$ cat src/hshs_pkg.sv
// Package with types, constants and helpers for the hard-stop homing sequencer.
`timescale 1ns / 1ps

package hshs_pkg;

  // Counter, velocity, threshold, tick and config index widths.
  localparam int COUNT_WIDTH = 16;
  localparam int VEL_WIDTH   = 32;
  localparam int THR_WIDTH   = 31;
  localparam int TICK_WIDTH  = 16;
  localparam int CFG_IDX_WIDTH = 3;

  // Configuration register indexes.
  localparam logic [CFG_IDX_WIDTH-1:0] CFG_HOME_VELOCITY  = 3'd0;
  localparam logic [CFG_IDX_WIDTH-1:0] CFG_STILL_THRESH   = 3'd1;
  localparam logic [CFG_IDX_WIDTH-1:0] CFG_STILL_DWELL    = 3'd2;
  localparam logic [CFG_IDX_WIDTH-1:0] CFG_BACKOFF_DWELL  = 3'd3;
  localparam logic [CFG_IDX_WIDTH-1:0] CFG_TIMEOUT        = 3'd4;

  // Reset values of the configuration registers.
  localparam logic [THR_WIDTH-1:0]  STILL_THRESH_RST  = 31'd655;
  localparam logic [TICK_WIDTH-1:0] STILL_DWELL_RST   = 16'd1000;
  localparam logic [TICK_WIDTH-1:0] BACKOFF_DWELL_RST = 16'd1000;
  localparam logic [TICK_WIDTH-1:0] TIMEOUT_RST       = 16'd30000;

  // Status codes as reported on the result word.
  localparam logic [1:0] STATUS_IDLE    = 2'd0;
  localparam logic [1:0] STATUS_RUNNING = 2'd1;
  localparam logic [1:0] STATUS_DONE    = 2'd2;
  localparam logic [1:0] STATUS_FAILED  = 2'd3;

  localparam logic [COUNT_WIDTH-1:0] CNT_MAX = {COUNT_WIDTH{1'b1}};

  // Sequencer phase, one-hot.
  typedef enum logic [3:0] {
    PH_IDLE    = 4'b0001,
    PH_RUNNING = 4'b0010,
    PH_DONE    = 4'b0100,
    PH_FAILED  = 4'b1000
  } phase_t;

  // One control tick.
  typedef struct packed {
    logic                        enable;
    logic                        clear;
    logic signed [VEL_WIDTH-1:0] measured_velocity;
    logic                        overcurrent_trip;
  } tick_t;

  // One result word.
  typedef struct packed {
    logic                        active;
    logic                        drive_req;
    logic signed [VEL_WIDTH-1:0] velocity_command;
    logic                        use_slew;
    logic                        ramp_restart;
    logic                        datum_latch;
    logic                        consume_trip;
    logic                        completed;
    logic [1:0]                  status;
  } result_t;

  // Saturating counter increment.
  function automatic logic [COUNT_WIDTH-1:0] sat_inc(input logic [COUNT_WIDTH-1:0] c);
    sat_inc = (c == CNT_MAX) ? CNT_MAX : c + 1'b1;
  endfunction

  // Map the one-hot phase to its status code.
  function automatic logic [1:0] phase_code(input phase_t p);
    case (p)
      PH_RUNNING: phase_code = STATUS_RUNNING;
      PH_DONE:    phase_code = STATUS_DONE;
      PH_FAILED:  phase_code = STATUS_FAILED;
      default:    phase_code = STATUS_IDLE;
    endcase
  endfunction

endpackage

$ cat src/hard_stop_homing_sequencer_unit.sv
// Top level of the sensorless hard-stop homing sequencer.
`timescale 1ns / 1ps

// Usage: each tick word on the tick channel is one control tick (enable,
// clear, measured velocity and the latched over-current trip flag). For each
// tick word the block returns exactly one result word on the result channel,
// in order. A word moves at a clock edge where valid is high and stall is low.
// The tick word lands in an input register, and the sequencer logic then
// writes the result register. One tick word is taken every cycle while the
// receiver does not stall; the rate is set by the single sequencer stage of
// compares and counter increments. When the receiver stalls, the result
// register holds its word and the input register fills; tick_stall rises
// only once both are full. The cfg channel is always ready and writes one
// register per handshake; writes must go only while the block is idle, which
// it does not enforce. Synchronous reset clears the sequencer to idle, zeroes
// its counters, empties both registers and restores the register defaults.
module hard_stop_homing_sequencer_unit (
  input  logic                                 clk,
  input  logic                                 rst,
  input  logic                                 tick_valid,
  output logic                                 tick_stall,
  input  hshs_pkg::tick_t                      tick,
  output logic                                 result_valid,
  input  logic                                 result_stall,
  output hshs_pkg::result_t                    result,
  input  logic                                 cfg_valid,
  output logic                                 cfg_ready,
  input  logic [hshs_pkg::CFG_IDX_WIDTH-1:0]   cfg_index,
  input  logic [31:0]                          cfg_data
);
  import hshs_pkg::*;

  // Configuration registers.
  logic signed [VEL_WIDTH-1:0] approach_vel;
  logic [THR_WIDTH-1:0]        still_threshold;
  logic [TICK_WIDTH-1:0]       still_dwell_ticks;
  logic [TICK_WIDTH-1:0]       backoff_dwell_ticks;
  logic [TICK_WIDTH-1:0]       timeout_ticks;

  // Sequencer state.
  phase_t                 phase, phase_next;
  logic                   reversing, reversing_next;
  logic                   has_moved, has_moved_next;
  logic [COUNT_WIDTH-1:0] still_count, still_count_next;
  logic [COUNT_WIDTH-1:0] total_count, total_count_next;
  logic [COUNT_WIDTH-1:0] backoff_count, backoff_count_next;

  // Input register with its occupancy flag, and the next result word.
  logic    in_full;
  tick_t   in_word;
  result_t res_next;

  logic out_ready;
  logic fire;

  assign cfg_ready  = 1'b1;
  assign out_ready  = !result_valid || !result_stall;
  assign fire       = in_full && out_ready;
  assign tick_stall = in_full && !out_ready;

  // Configuration writes.
  always_ff @(posedge clk) begin
    if (rst) begin
      approach_vel        <= '0;
      still_threshold     <= STILL_THRESH_RST;
      still_dwell_ticks   <= STILL_DWELL_RST;
      backoff_dwell_ticks <= BACKOFF_DWELL_RST;
      timeout_ticks       <= TIMEOUT_RST;
    end else if (cfg_valid && cfg_ready) begin
      case (cfg_index)
        CFG_HOME_VELOCITY: approach_vel        <= cfg_data;
        CFG_STILL_THRESH:  still_threshold     <= cfg_data[THR_WIDTH-1:0];
        CFG_STILL_DWELL:   still_dwell_ticks   <= cfg_data[TICK_WIDTH-1:0];
        CFG_BACKOFF_DWELL: backoff_dwell_ticks <= cfg_data[TICK_WIDTH-1:0];
        CFG_TIMEOUT:       timeout_ticks       <= cfg_data[TICK_WIDTH-1:0];
        default: begin
        end
      endcase
    end
  end

  // Sequencer step for the word held in the input register.
  always_comb begin
    logic [VEL_WIDTH-1:0]        mag;
    logic signed [VEL_WIDTH-1:0] neg_home;
    logic                        stop;
    logic                        timed_out;
    logic                        back_end;

    phase_next         = phase;
    reversing_next     = reversing;
    has_moved_next     = has_moved;
    still_count_next   = still_count;
    total_count_next   = total_count;
    backoff_count_next = backoff_count;
    res_next           = '0;

    // Absolute velocity; the most negative value maps to 2^31 unsigned.
    mag = in_word.measured_velocity[VEL_WIDTH-1] ?
          (~in_word.measured_velocity + 1'b1) : in_word.measured_velocity;

    // Saturated negation of the approach velocity for the back-off.
    neg_home = (approach_vel == {1'b1, {(VEL_WIDTH-1){1'b0}}}) ?
               {1'b0, {(VEL_WIDTH-1){1'b1}}} : -approach_vel;

    stop      = 1'b0;
    timed_out = 1'b0;
    back_end  = 1'b0;

    // Command handling: start, abort and clear.
    if (in_word.enable) begin
      if (phase == PH_IDLE) begin
        phase_next         = PH_RUNNING;
        still_count_next   = '0;
        total_count_next   = '0;
        has_moved_next     = 1'b0;
        reversing_next     = 1'b0;
        backoff_count_next = '0;
        res_next.consume_trip = 1'b1;
        res_next.ramp_restart = 1'b1;
      end
    end else begin
      if (phase == PH_RUNNING || in_word.clear) begin
        phase_next = PH_IDLE;
      end
    end

    // Running tick: approach or back-off.
    if (phase_next == PH_RUNNING) begin
      res_next.active  = 1'b1;
      total_count_next = sat_inc(total_count_next);
      if (!reversing_next) begin
        if (mag > {1'b0, still_threshold}) begin
          has_moved_next   = 1'b1;
          still_count_next = '0;
        end else if (has_moved_next) begin
          still_count_next = sat_inc(still_count_next);
        end
        stop = (32'(still_count_next) >= 32'(still_dwell_ticks)) ||
               in_word.overcurrent_trip;
        timed_out = 32'(total_count_next) >= 32'(timeout_ticks);
        if (stop) begin
          res_next.datum_latch = 1'b1;
          if (in_word.overcurrent_trip) begin
            res_next.consume_trip = 1'b1;
          end
          reversing_next        = 1'b1;
          backoff_count_next    = '0;
          res_next.ramp_restart = 1'b1;
          res_next.drive_req    = 1'b1;
        end else if (timed_out) begin
          phase_next = PH_FAILED;
        end else begin
          res_next.drive_req        = 1'b1;
          res_next.velocity_command = approach_vel;
          res_next.use_slew         = 1'b1;
        end
      end else begin
        backoff_count_next = sat_inc(backoff_count_next);
        back_end = 32'(backoff_count_next) >= 32'(backoff_dwell_ticks);
        if (back_end) begin
          phase_next         = PH_DONE;
          res_next.completed = 1'b1;
        end else begin
          res_next.drive_req        = 1'b1;
          res_next.velocity_command = neg_home;
          res_next.use_slew         = 1'b1;
        end
      end
    end

    res_next.status = phase_code(phase_next);
  end

  // Input register and its occupancy flag.
  always_ff @(posedge clk) begin
    if (rst) begin
      in_full <= 1'b0;
    end else if (!tick_stall) begin
      in_full <= tick_valid;
    end
  end

  always_ff @(posedge clk) begin
    if (tick_valid && !tick_stall) begin
      in_word <= tick;
    end
  end

  // Sequencer state advances once per processed word.
  always_ff @(posedge clk) begin
    if (rst) begin
      phase         <= PH_IDLE;
      reversing     <= 1'b0;
      has_moved     <= 1'b0;
      still_count   <= '0;
      total_count   <= '0;
      backoff_count <= '0;
    end else if (fire) begin
      phase         <= phase_next;
      reversing     <= reversing_next;
      has_moved     <= has_moved_next;
      still_count   <= still_count_next;
      total_count   <= total_count_next;
      backoff_count <= backoff_count_next;
    end
  end

  // Result register.
  always_ff @(posedge clk) begin
    if (rst) begin
      result_valid <= 1'b0;
    end else if (out_ready) begin
      result_valid <= in_full;
    end
  end

  always_ff @(posedge clk) begin
    if (fire) begin
      result <= res_next;
    end
  end

endmodule

$ cat config.mk
export PLATFORM = sky130hd
export DESIGN_NAME = hard_stop_homing_sequencer_unit
export DESIGN_NICKNAME = d
export VERILOG_FILES = /design/src/hshs_pkg.sv /design/src/hard_stop_homing_sequencer_unit.sv
export SDC_FILE = /design/constraint.sdc
export NUM_CORES = 1
export LEC_CHECK = 0
export ABC_AREA = 1
export BUFFER_PORTS_ARGS = -buffer_cell sky130_fd_sc_hd__buf_4
export CORE_MARGIN = 5
export CORE_UTILIZATION = 41
export CTS_BUF_LIST = sky130_fd_sc_hd__clkbuf_4 sky130_fd_sc_hd__clkbuf_8
export DETAILED_ROUTE_END_ITERATION = 10
export PLACE_DENSITY_LB_ADDON = 0.1
export RECOVER_POWER = 25
export SLEW_MARGIN = 20
export SYNTH_ARGS = -nofsm -noshare
export SYNTH_HDL_FRONTEND = slang
export SYNTH_SLANG_ARGS = --single-unit
$ cat constraint.sdc
create_clock -name clk -period 5.6 [get_ports clk]
set_input_delay 0.28 -clock clk [delete_from_list [all_inputs] [get_ports clk]]
set_output_delay 0.28 -clock clk [all_outputs]
set_load 0.02 [all_outputs]
==> flow_summary.toml, run 1 <==
[run_status]
status = "finished, violations left"
violations = "capacitance limit, slew limit"

[sta]
slew-limit-headroom = -0.184
hold_violations = 0
maxSlewViolCount = 21
max_freq_mhz = 191
period_needed_ns = 5.24
worst_pin_slew_ns = 1.77
fin_crit_sh = 0.936
setup_viol = 0
clock_skew_ns = 0.0275

[grt]
grt_pass1_vias = 12300
grt.total_usage = 0.202
gr-total-overflow = 0
grt_antenna_before_repair = 1
grt_max_degree = 80
grt_pass1_wl_um = 64900

[die]
rows = 69
die_h_um = 199
core_area_um2 = 35500
start_util = 0.414
io_pins = 119
dieArea_um2 = 39700
die_w_um = 199

[logic_synthesis]
synth-seq-cells = 243
ys_types = 50
syn_inst = 2024
yosys_warnings = 0
synth_flop_cell = "dfxtp_1"
ys_seq_area_frac = 0.383
syn-cell-area_um2 = 14700
synth.avg_cell_area_um2 = 7.25
synth-edff-count = 76
syn_nets = 2183
async_flop_share = 0

[setup_path]
crit_top_cell = "nand2_1"
cpPeakStageDelay_ns = 0.37
r2r_end = "result[16]$_SDFFCE_PN0P_"
required_ns = 6.00
ff2ff_path_depth = 37
critPathTopFamily = "simple AND/OR/NAND/NOR gates"
worstPathMaxFanout = 16
cp-start-kind = "flip-flop"
worst_ep_arrival_time_ns = 5.64
r2r-start = "in_word[1]$_DFFE_PP_"
crit_type = "reg2reg"
critPathCaptureType = "flip-flop"
crit_slowest_cell = "edfxtp_1"
critPathBufInv = 8
r2r_slack_ns = 0.36

[routing]
drt-initial-drc-count = 877
drc = 0
vias = 13400
totalWireLength_um = 40900
drtAntennaViolNets = 0
drt_first_pass_iters = 7
wl_per_cell_um = 15.3
viasPerCell = 5.00

[min_path]
hold_end = "approach_vel[30]$_SDFFE_PP0P_"
hold_depth = 3
hp-start = "cfg_data[30]"
hold_path_class = "in2reg"

[clocking]
cts_tree = "done"
cts-htree-levels = 2
worstSkewPairLatency_ns = 0.57
cts-root-buf = "clkbuf_8"
clock-sinks = 243
clk_pin_slew_ns = 0.06
numCtsBuffers = 44
clock_path_buffers = 3

[cells_and_area]
drive_gt1_frac = 0.126
final_util = 0.490
nFillCells = 3518
area_growth_pct = 18.5
stdcell_area_um2 = 17400
layout_common_cells = "nand2_1 (421), inv_1 (253), a21oi_1 (241), nor2_1 (181), dfxtp_1 (167)"
nets = 2344
layout_commonest_cell = "nand2_1"

[placed_design]
dp_hpwl_um = 29000
gp_congestion = 0.886
portBuffers = 117
placed_area_um2 = 15900

[pwr]
ir_worst_vdd_mv = 0.181
power_density_nw_per_um2 = 259
leakagePower_nw = 7.61

[flow_run]
max_cap_violations = 1
sequential cells by signal, indices dropped and copies added, names as in the netlist, 31 cells and up:
| signal | flops |
|---|---|
| result | 41 |
| approach_vel | 32 |
| in_word | 35 |
| still_threshold | 31 |
timing repair:
action,CTS,global route
resized for setup,0,21
hold buffers,58,0
hold endpoints to repair,64,0
endpoints found under the setup margin,0,57
setup buffers,0,3
how the worst max path moves through the flow:
stage	startpoint	end	slack [ns]	cells past startpoint
2_1_floorplan	in_word[1]$_DFFE_PP_	result[19]$_SDFFCE_PN0P_	0.97	35
3_3_place_gp	in_word[1]$_DFFE_PP_	result[16]$_SDFFCE_PN0P_	0.24	34
3_5_place_dp	in_word[1]$_DFFE_PP_	result[7]$_SDFFCE_PN0P_	0.07	35
4_1_cts	in_word[1]$_DFFE_PP_	result[7]$_SDFFCE_PN0P_	0.02	35
5_1_grt	in_word[1]$_DFFE_PP_	result[17]$_SDFFCE_PN0P_	-0.05	37
6_report	in_word[1]$_DFFE_PP_	result[16]$_SDFFCE_PN0P_	0.36	37
layer usage:
layer,part of all wire,vias to the layer above,wire length [um],track usage
li1,-,6994,-,-
met1,0.49,6016,20000,0.294
met2,0.44,310,17800,0.314
met3,0.050,70,2040,0.0300
met4,0.023,0,954,0.0540
met5,0,-,0,0
cell usage after synthesis (2+ instances only):
| library cell | count | share of area |
|---|---|---|
| nor2_4 | 8 | 0.0061 |
| o21ai_0 | 161 | 0.055 |
| nand3b_1 | 2 | 0.0010 |
| o211ai_1 | 21 | 0.011 |
| buf_6 | 7 | 0.0054 |
| nand2_1 | 421 | 0.11 |
| xor2_1 | 42 | 0.025 |
| clkbuf_1 | 50 | 0.013 |
| o21a_1 | 6 | 0.0031 |
| nor4_1 | 6 | 0.0026 |
| xnor2_1 | 13 | 0.0078 |
| o21bai_1 | 6 | 0.0031 |
| nand2_2 | 19 | 0.0081 |
| or2_2 | 5 | 0.0021 |
| nor3_4 | 3 | 0.0033 |
| nand3_1 | 89 | 0.030 |
| or2_1 | 3 | 0.0013 |
| a21oi_1 | 242 | 0.083 |
| nor2_2 | 21 | 0.0089 |
| nor2_1 | 186 | 0.048 |
| nor3_2 | 4 | 0.0027 |
| dfxtp_1 | 167 | 0.23 |
| buf_2 | 14 | 0.0048 |
| buf_4 | 3 | 0.0015 |
| inv_1 | 254 | 0.065 |
| nor3_1 | 23 | 0.0078 |
| inv_2 | 15 | 0.0038 |
| o21ai_1 | 18 | 0.0061 |
| and2_1 | 2 | 0.00085 |
| a31oi_1 | 4 | 0.0017 |
| edfxtp_1 | 76 | 0.16 |
| buf_1 | 3 | 0.00077 |
| ha_1 | 84 | 0.072 |
| nand4_1 | 22 | 0.0094 |
| nand3_2 | 9 | 0.0061 |
where the power goes:
part	internal [mW]	leakage (nW)	switching (mW)
Clock	1.08	0.514	0.748
Combinational	0.270	5.02	0.461
Sequential	1.90	2.08	0.0511
Total	3.25	7.61	1.26
metrics by stage:
step / total power, mW / setup TNS, ns / setup WS (ns) / cells / hold slack (ns)
2_1_floorplan: 2.46 / 0 / 0.972 / 2024 / 0.379
3_3_place_gp: 2.67 / 0 / 0.237 / 2537 / 0.454
3_5_place_dp: 2.68 / 0 / 0.0705 / 2537 / 0.456
4_1_cts: 4.56 / 0 / 0.0158 / 2674 / 0.00174
5_1_grt: 4.76 / -0.472 / -0.0488 / 2680 / 0.0284
6_report: 4.51 / 0 / 0.356 / 2680 / 0.0356
cell type report:
| type | instances | area, um2 | area share |
|---|---|---|---|
| Inverter | 271 | 1020 | 0.0587 |
| Sequential cell | 243 | 5630 | 0.323 |
| Tap cell | 461 | 577 | 0.0332 |
| Clock buffer | 73 | 880 | 0.0506 |
| Antenna cell | 1 | 2.50 | 0.000144 |
| Multi-Input combinational cell | 1433 | 7730 | 0.444 |
| Clock inverter | 6 | 90.1 | 0.00518 |
| Timing Repair Buffer | 192 | 1470 | 0.0843 |
worst register-to-register path, delay by kind of cell (launching register included):
kind | cells | cell delay, ns
simple gates | 22 | 2.70
buf+inv | 8 | 0.79
fa+ha+maj | 3 | 0.72
compound gates | 3 | 0.43
flops | 1 | 0.37
xor+xnor | 1 | 0.09
cells by family after synthesis:
kind of cell,count (synthesis),share of synthesized area
AND/OR/NAND/NOR,829,0.251
AO/OA/AOI/OAI,462,0.165
buffers and inverters,349,0.0957
flip-flops,243,0.383
adder cells (fa/ha/maj),84,0.0716
XOR/XNOR,55,0.0328
other,1,0.000255
multiplexers,1,0.000767
Power figures use the tool's default switching activity.
==> inputs of run 2 (changes only) <==
--- a/config.mk
+++ b/config.mk
@@ -8,7 +8,7 @@
 export ABC_AREA = 1
 export BUFFER_PORTS_ARGS = -buffer_cell sky130_fd_sc_hd__buf_4
 export CORE_MARGIN = 5
-export CORE_UTILIZATION = 41
+export CORE_UTILIZATION = 55
 export CTS_BUF_LIST = sky130_fd_sc_hd__clkbuf_4 sky130_fd_sc_hd__clkbuf_8
 export DETAILED_ROUTE_END_ITERATION = 10
 export PLACE_DENSITY_LB_ADDON = 0.1
==> run 2 against run 1 <==
Against the previous run: the run still ends with capacitance limit, slew limit left; register-to-register slack better by 0.15 ns; cell count down 4.8%; utilization up 17 points; total power up 1.7%; worst setup slack better by 0.15 ns; critical path type unchanged; largest power group unchanged; highest routed layer unchanged.
==> flow_summary.toml, run 2 (synthesis results as in run 1) <==
[clocking]
numCtsBuffers = 42
cts_tree = "done"
worstSkewPairLatency_ns = 0.57
clock_path_buffers = 3
cts-root-buf = "clkbuf_8"
clock-sinks = 243
clk_pin_slew_ns = 0.06
cts-htree-levels = 2

[setup_path]
worst_ep_arrival_time_ns = 5.54
cp-start-kind = "flip-flop"
crit_type = "reg2reg"
r2r_slack_ns = 0.50
crit_top_cell = "nand2_1"
cpPeakStageDelay_ns = 0.36
critPathCaptureType = "flip-flop"
worstPathMaxFanout = 32
required_ns = 6.04
crit_slowest_cell = "edfxtp_1"

[die]
die_h_um = 173
io_pins = 119
rows = 59
start_util = 0.560
dieArea_um2 = 30100
core_area_um2 = 26200
die_w_um = 173

[placed_design]
portBuffers = 117
dp_cells = 2407
placed_area_um2 = 15700
gp_congestion = 0.908
dp_hpwl_um = 27200

[routing]
drc = 0
drt_first_pass_iters = 7
drtAntennaViolNets = 0
drt-initial-drc-count = 1123
totalWireLength_um = 39400
vias = 13600
viasPerCell = 5.34
wl_per_cell_um = 15.4

[grt]
grt.total_usage = 0.255
grt_pass1_vias = 12700
grt_antenna_before_repair = 2
grt_pass1_wl_um = 63900
grt_max_degree = 106
gr-total-overflow = 0

[cells_and_area]
final_cells = 2552
layout_commonest_cell = "nand2_1"
nets = 2340
stdcell_area_um2 = 17200
final_util = 0.657
drive_gt1_frac = 0.120
layout_common_cells = "nand2_1 (421), inv_1 (253), a21oi_1 (242), nor2_1 (184), dfxtp_1 (167)"
largest_registers = "result (41), in_word (35), approach_vel (32)"
max_flop_register = "result"
largest_reg_flops = 41
area_growth_pct = 17.2

[min_path]
hold_path_class = "in2reg"

[sta]
rsz0062_at_grt = "false"
slew-limit-headroom = -0.531
hold_violations = 0
period_needed_ns = 5.10
worst_pin_slew_ns = 2.29
fin_setup_tns_ns = 0
setup_viol = 0
maxSlewViolCount = 23
holdWs_ns = 0.0491
max_freq_mhz = 196
fin_crit_sh = 0.910
clock_skew_ns = 0.0278

[flow_run]
max_cap_violations = 1

[run_status]
status = "finished, violations left"
violations = "capacitance limit, slew limit"

[pwr]
power_density_nw_per_um2 = 266
leakagePower_nw = 7.59
ir_worst_vdd_mv = 0.198
-- run 2: cell types whose count changed in the layout (fill, tap and decap cells not counted), sizes merged --
cell / previous run / this run
dlygate4sd3: 58 / 62
clkinv: 3 / 6
inv: 271 / 273
bufinv: 2 / 4
diode: 1 / 2
buf: 55 / 50
clkbuf: 152 / 143
-- run 2: area by class of cell --
type	count	area, um2
flip-flops and latches	243	5630
multi-input cells	1433	7700
well taps	335	419
clock inverters	13	175
repair buffers	190	1430
clock buffers	65	838
inverters	271	1020
diodes	2	5.00
fillers	2316	8990
-- run 2: critical path, delay by kind of cell (launching register included) --
| family | cells | cell delay [ns] |
|---|---|---|
| xor+xnor | 1 | 0.17 |
| buf+inv | 7 | 0.83 |
| compound gates | 3 | 0.53 |
| simple gates | 22 | 2.34 |
| fa+ha+maj | 3 | 0.72 |
| flops | 1 | 0.36 |
-- run 2: routing by layer --
metal | part of all wire | wire length [um] | vias up | global-route usage
met4 | 0.031 | 1210 | 0 | 0.0782
met5 | 0 | 0 | - | 0
met1 | 0.46 | 18100 | 6168 | 0.353
met2 | 0.45 | 17700 | 405 | 0.410
li1 | - | - | 6976 | -
met3 | 0.061 | 2420 | 85 | 0.0417
-- run 2: final timing paths --
check,from,end,depth (start not counted)
max,in_word[1]$_DFFE_PP_,result[7]$_SDFFCE_PN0P_,36
min,cfg_data[13],approach_vel[13]$_SDFFE_PP0P_,3
max reg2reg,in_word[1]$_DFFE_PP_,result[7]$_SDFFCE_PN0P_,36
min reg2reg,total_count[6]$_SDFFE_PP0P_,total_count[6]$_SDFFE_PP0P_,2
-- run 2: what timing repair did --
| item | CTS | global route |
|---|---|---|
| hold buffers | 62 | 0 |
| resized for setup | 0 | 8 |
| setup buffers | 0 | 2 |
| endpoints found under the hold margin | 81 | 0 |
| setup endpoints to repair | 0 | 56 |
-- run 2: report_power, final --
group | internal (mW) | switching [mW]
Sequential | 1.90 | 0.0511
Combinational | 0.264 | 0.461
Clock | 1.15 | 0.766
-- run 2: stage by stage --
step	total power [mW]	setup slack, ns
2_1_floorplan	2.46	0.972
3_3_place_gp	2.65	0.399
3_5_place_dp	2.67	0.157
4_1_cts	4.62	0.123
5_1_grt	4.81	0.0251
6_report	4.58	0.503
==> inputs of run 3 (changes only) <==
==> constraint.sdc (replaced) <==
create_clock -name clk -period 5.6 [get_ports clk]
set_input_delay 0.56 -clock clk [delete_from_list [all_inputs] [get_ports clk]]
set_output_delay 0.56 -clock clk [all_outputs]
set_load 0.02 [all_outputs]
==> run 3 against run 2 <==
Against the previous run: the flow still finishes with violations (capacitance limit, slew limit); count of clock-buffer cells in the layout is 1 lower; first-iteration DRC count up 0.27%; die area did not move; maximum frequency up 0.80%.
==> flow_summary.toml, run 3 (synthesis results as in run 1) <==
[sta]
holdWs_ns = 0.201
slew-limit-headroom = -0.818
fin_crit_sh = 0.903
max_freq_mhz = 198
setup_viol = 0
maxSlewViolCount = 75
hold_violations = 0
period_needed_ns = 5.06
worst_pin_slew_ns = 2.73
clock_skew_ns = 0.0243
fin_setup_tns_ns = 0
rsz0062_at_grt = "false"

[setup_path]
worstPathMaxFanout = 32
cp-start-kind = "flip-flop"
worst_ep_arrival_time_ns = 5.46
critPathCaptureType = "flip-flop"
required_ns = 6.01
cpPeakStageDelay_ns = 0.37
crit_type = "reg2reg"
ff2ff_path_depth = 35
crit_slowest_cell = "edfxtp_1"

[grt]
gr-total-overflow = 0
grt_antenna_before_repair = 1
grt_pass1_vias = 12400
grt_max_degree = 106
grt.total_usage = 0.245
grt_pass1_wl_um = 62100

[die]
die_h_um = 173
rows = 59
start_util = 0.560
io_pins = 119
die_w_um = 173
core_area_um2 = 26200
dieArea_um2 = 30100

[cells_and_area]
largest_reg_flops = 41
seqCellArea_um2 = 5630
layout_commonest_cell = "nand2_1"
multi_input_area_um2 = 7680
largest_registers = "result (41), in_word (35), approach_vel (32)"
nFillCells = 2367
area_growth_pct = 12.2
max_flop_register = "result"
drive_gt1_frac = 0.122
layout_common_cells = "nand2_1 (421), inv_1 (253), a21oi_1 (242), nor2_1 (183), dfxtp_1 (167)"
nets = 2277

[clocking]
clock-sinks = 243
ctsHoldBuffers = 0
numCtsBuffers = 42
clock_path_buffers = 3
cts-htree-levels = 2
cts_tree = "done"
worstSkewPairLatency_ns = 0.55
clk_pin_slew_ns = 0.07
cts-root-buf = "clkbuf_8"

[placed_design]
gp_congestion = 0.907
dp_hpwl_um = 27400
portBuffers = 117

[min_path]
hold_path_class = "in2reg"
hold_depth = 1

[routing]
vias = 13400
viasPerCell = 5.38
drtAntennaViolNets = 0
drt-initial-drc-count = 1126
totalWireLength_um = 37800
drc = 0
wl_per_cell_um = 15.2
drt_first_pass_iters = 5

[pwr]
leakagePower_nw = 7.29
power_density_nw_per_um2 = 264
ir_worst_vdd_mv = 0.255

[run_status]
violations = "capacitance limit, slew limit"
status = "finished, violations left"

[flow_run]
max_cap_violations = 2
[run 3: cell count changes in the layout (fill, tap and decap cells not counted), sizes merged]
cell,previous run,this run
bufinv,4,1
nand2,441,440
dlygate4sd3,62,0
clkbuf,143,138
buf,50,54
diode,2,1
clkinv,6,11
inv,273,271
[run 3: critical path: cells and delay by family, from the launching register on]
family / cells / cell delay, ns
xor gates and xnor gates: 1 / 0.17
buffers and inverters: 7 / 0.67
DFF: 1 / 0.37
AOI/OAI and AO/OA: 5 / 0.76
adders and majority gates: 3 / 0.73
and+or+nand+nor: 19 / 2.18
[run 3: where the power goes]
| group | internal, mW | leakage (nW) | switching [mW] |
|---|---|---|---|
| Sequential | 1.90 | 2.08 | 0.0513 |
| Clock | 0.973 | 0.480 | 0.741 |
| Combinational | 0.236 | 4.73 | 0.447 |
| Total | 3.10 | 7.29 | 1.24 |
[run 3: what timing repair did]
action / CTS / global route
setup endpoints to repair: 0 / 56
resized for setup: 0 / 5
buffers inserted: 0 / 1
[run 3: layer usage]
layer	wire length, um	track usage
met3	2120	0.0384
met1	17900	0.346
met5	0	0
met4	804	0.0705
met2	16900	0.392
[run 3: worst paths after layout]
kind	endpoint	slack, ns	startpoint
setup / recovery	result[7]$_SDFFCE_PN0P_	0.54	in_word[2]$_DFFE_PP_
hold / removal	in_word[30]$_DFFE_PP_	0.20	tick[30]
setup reg to reg	result[7]$_SDFFCE_PN0P_	0.54	in_word[2]$_DFFE_PP_
hold reg to reg	total_count[12]$_SDFFE_PP0P_	0.47	total_count[12]$_SDFFE_PP0P_
[run 3: area by class of cell]
class / count / share of cell area
multi-input combinational: 1432 / 0.466
sequential: 243 / 0.341
inverter: 271 / 0.0619
timing repair buffer: 128 / 0.0502
clock buffer: 64 / 0.0493
tap: 335 / 0.0254
clock inverter: 13 / 0.00532
antenna: 1 / 0.000152
[run 3: per-stage QoR]
stage               instance area [um2]  cells  utilization  power (mW)  worst slack (ns)
finish                            16500   2487        0.629        4.34             0.544
CTS                               16600   2485        0.633        4.39             0.133
floorplan                         14700   2024            -        2.46             0.972
global placement                  15700   2408        0.599        2.65             0.399
detailed placement                15700   2408        0.599        2.67             0.183
global route                      16500   2487        0.629        4.57            0.0182
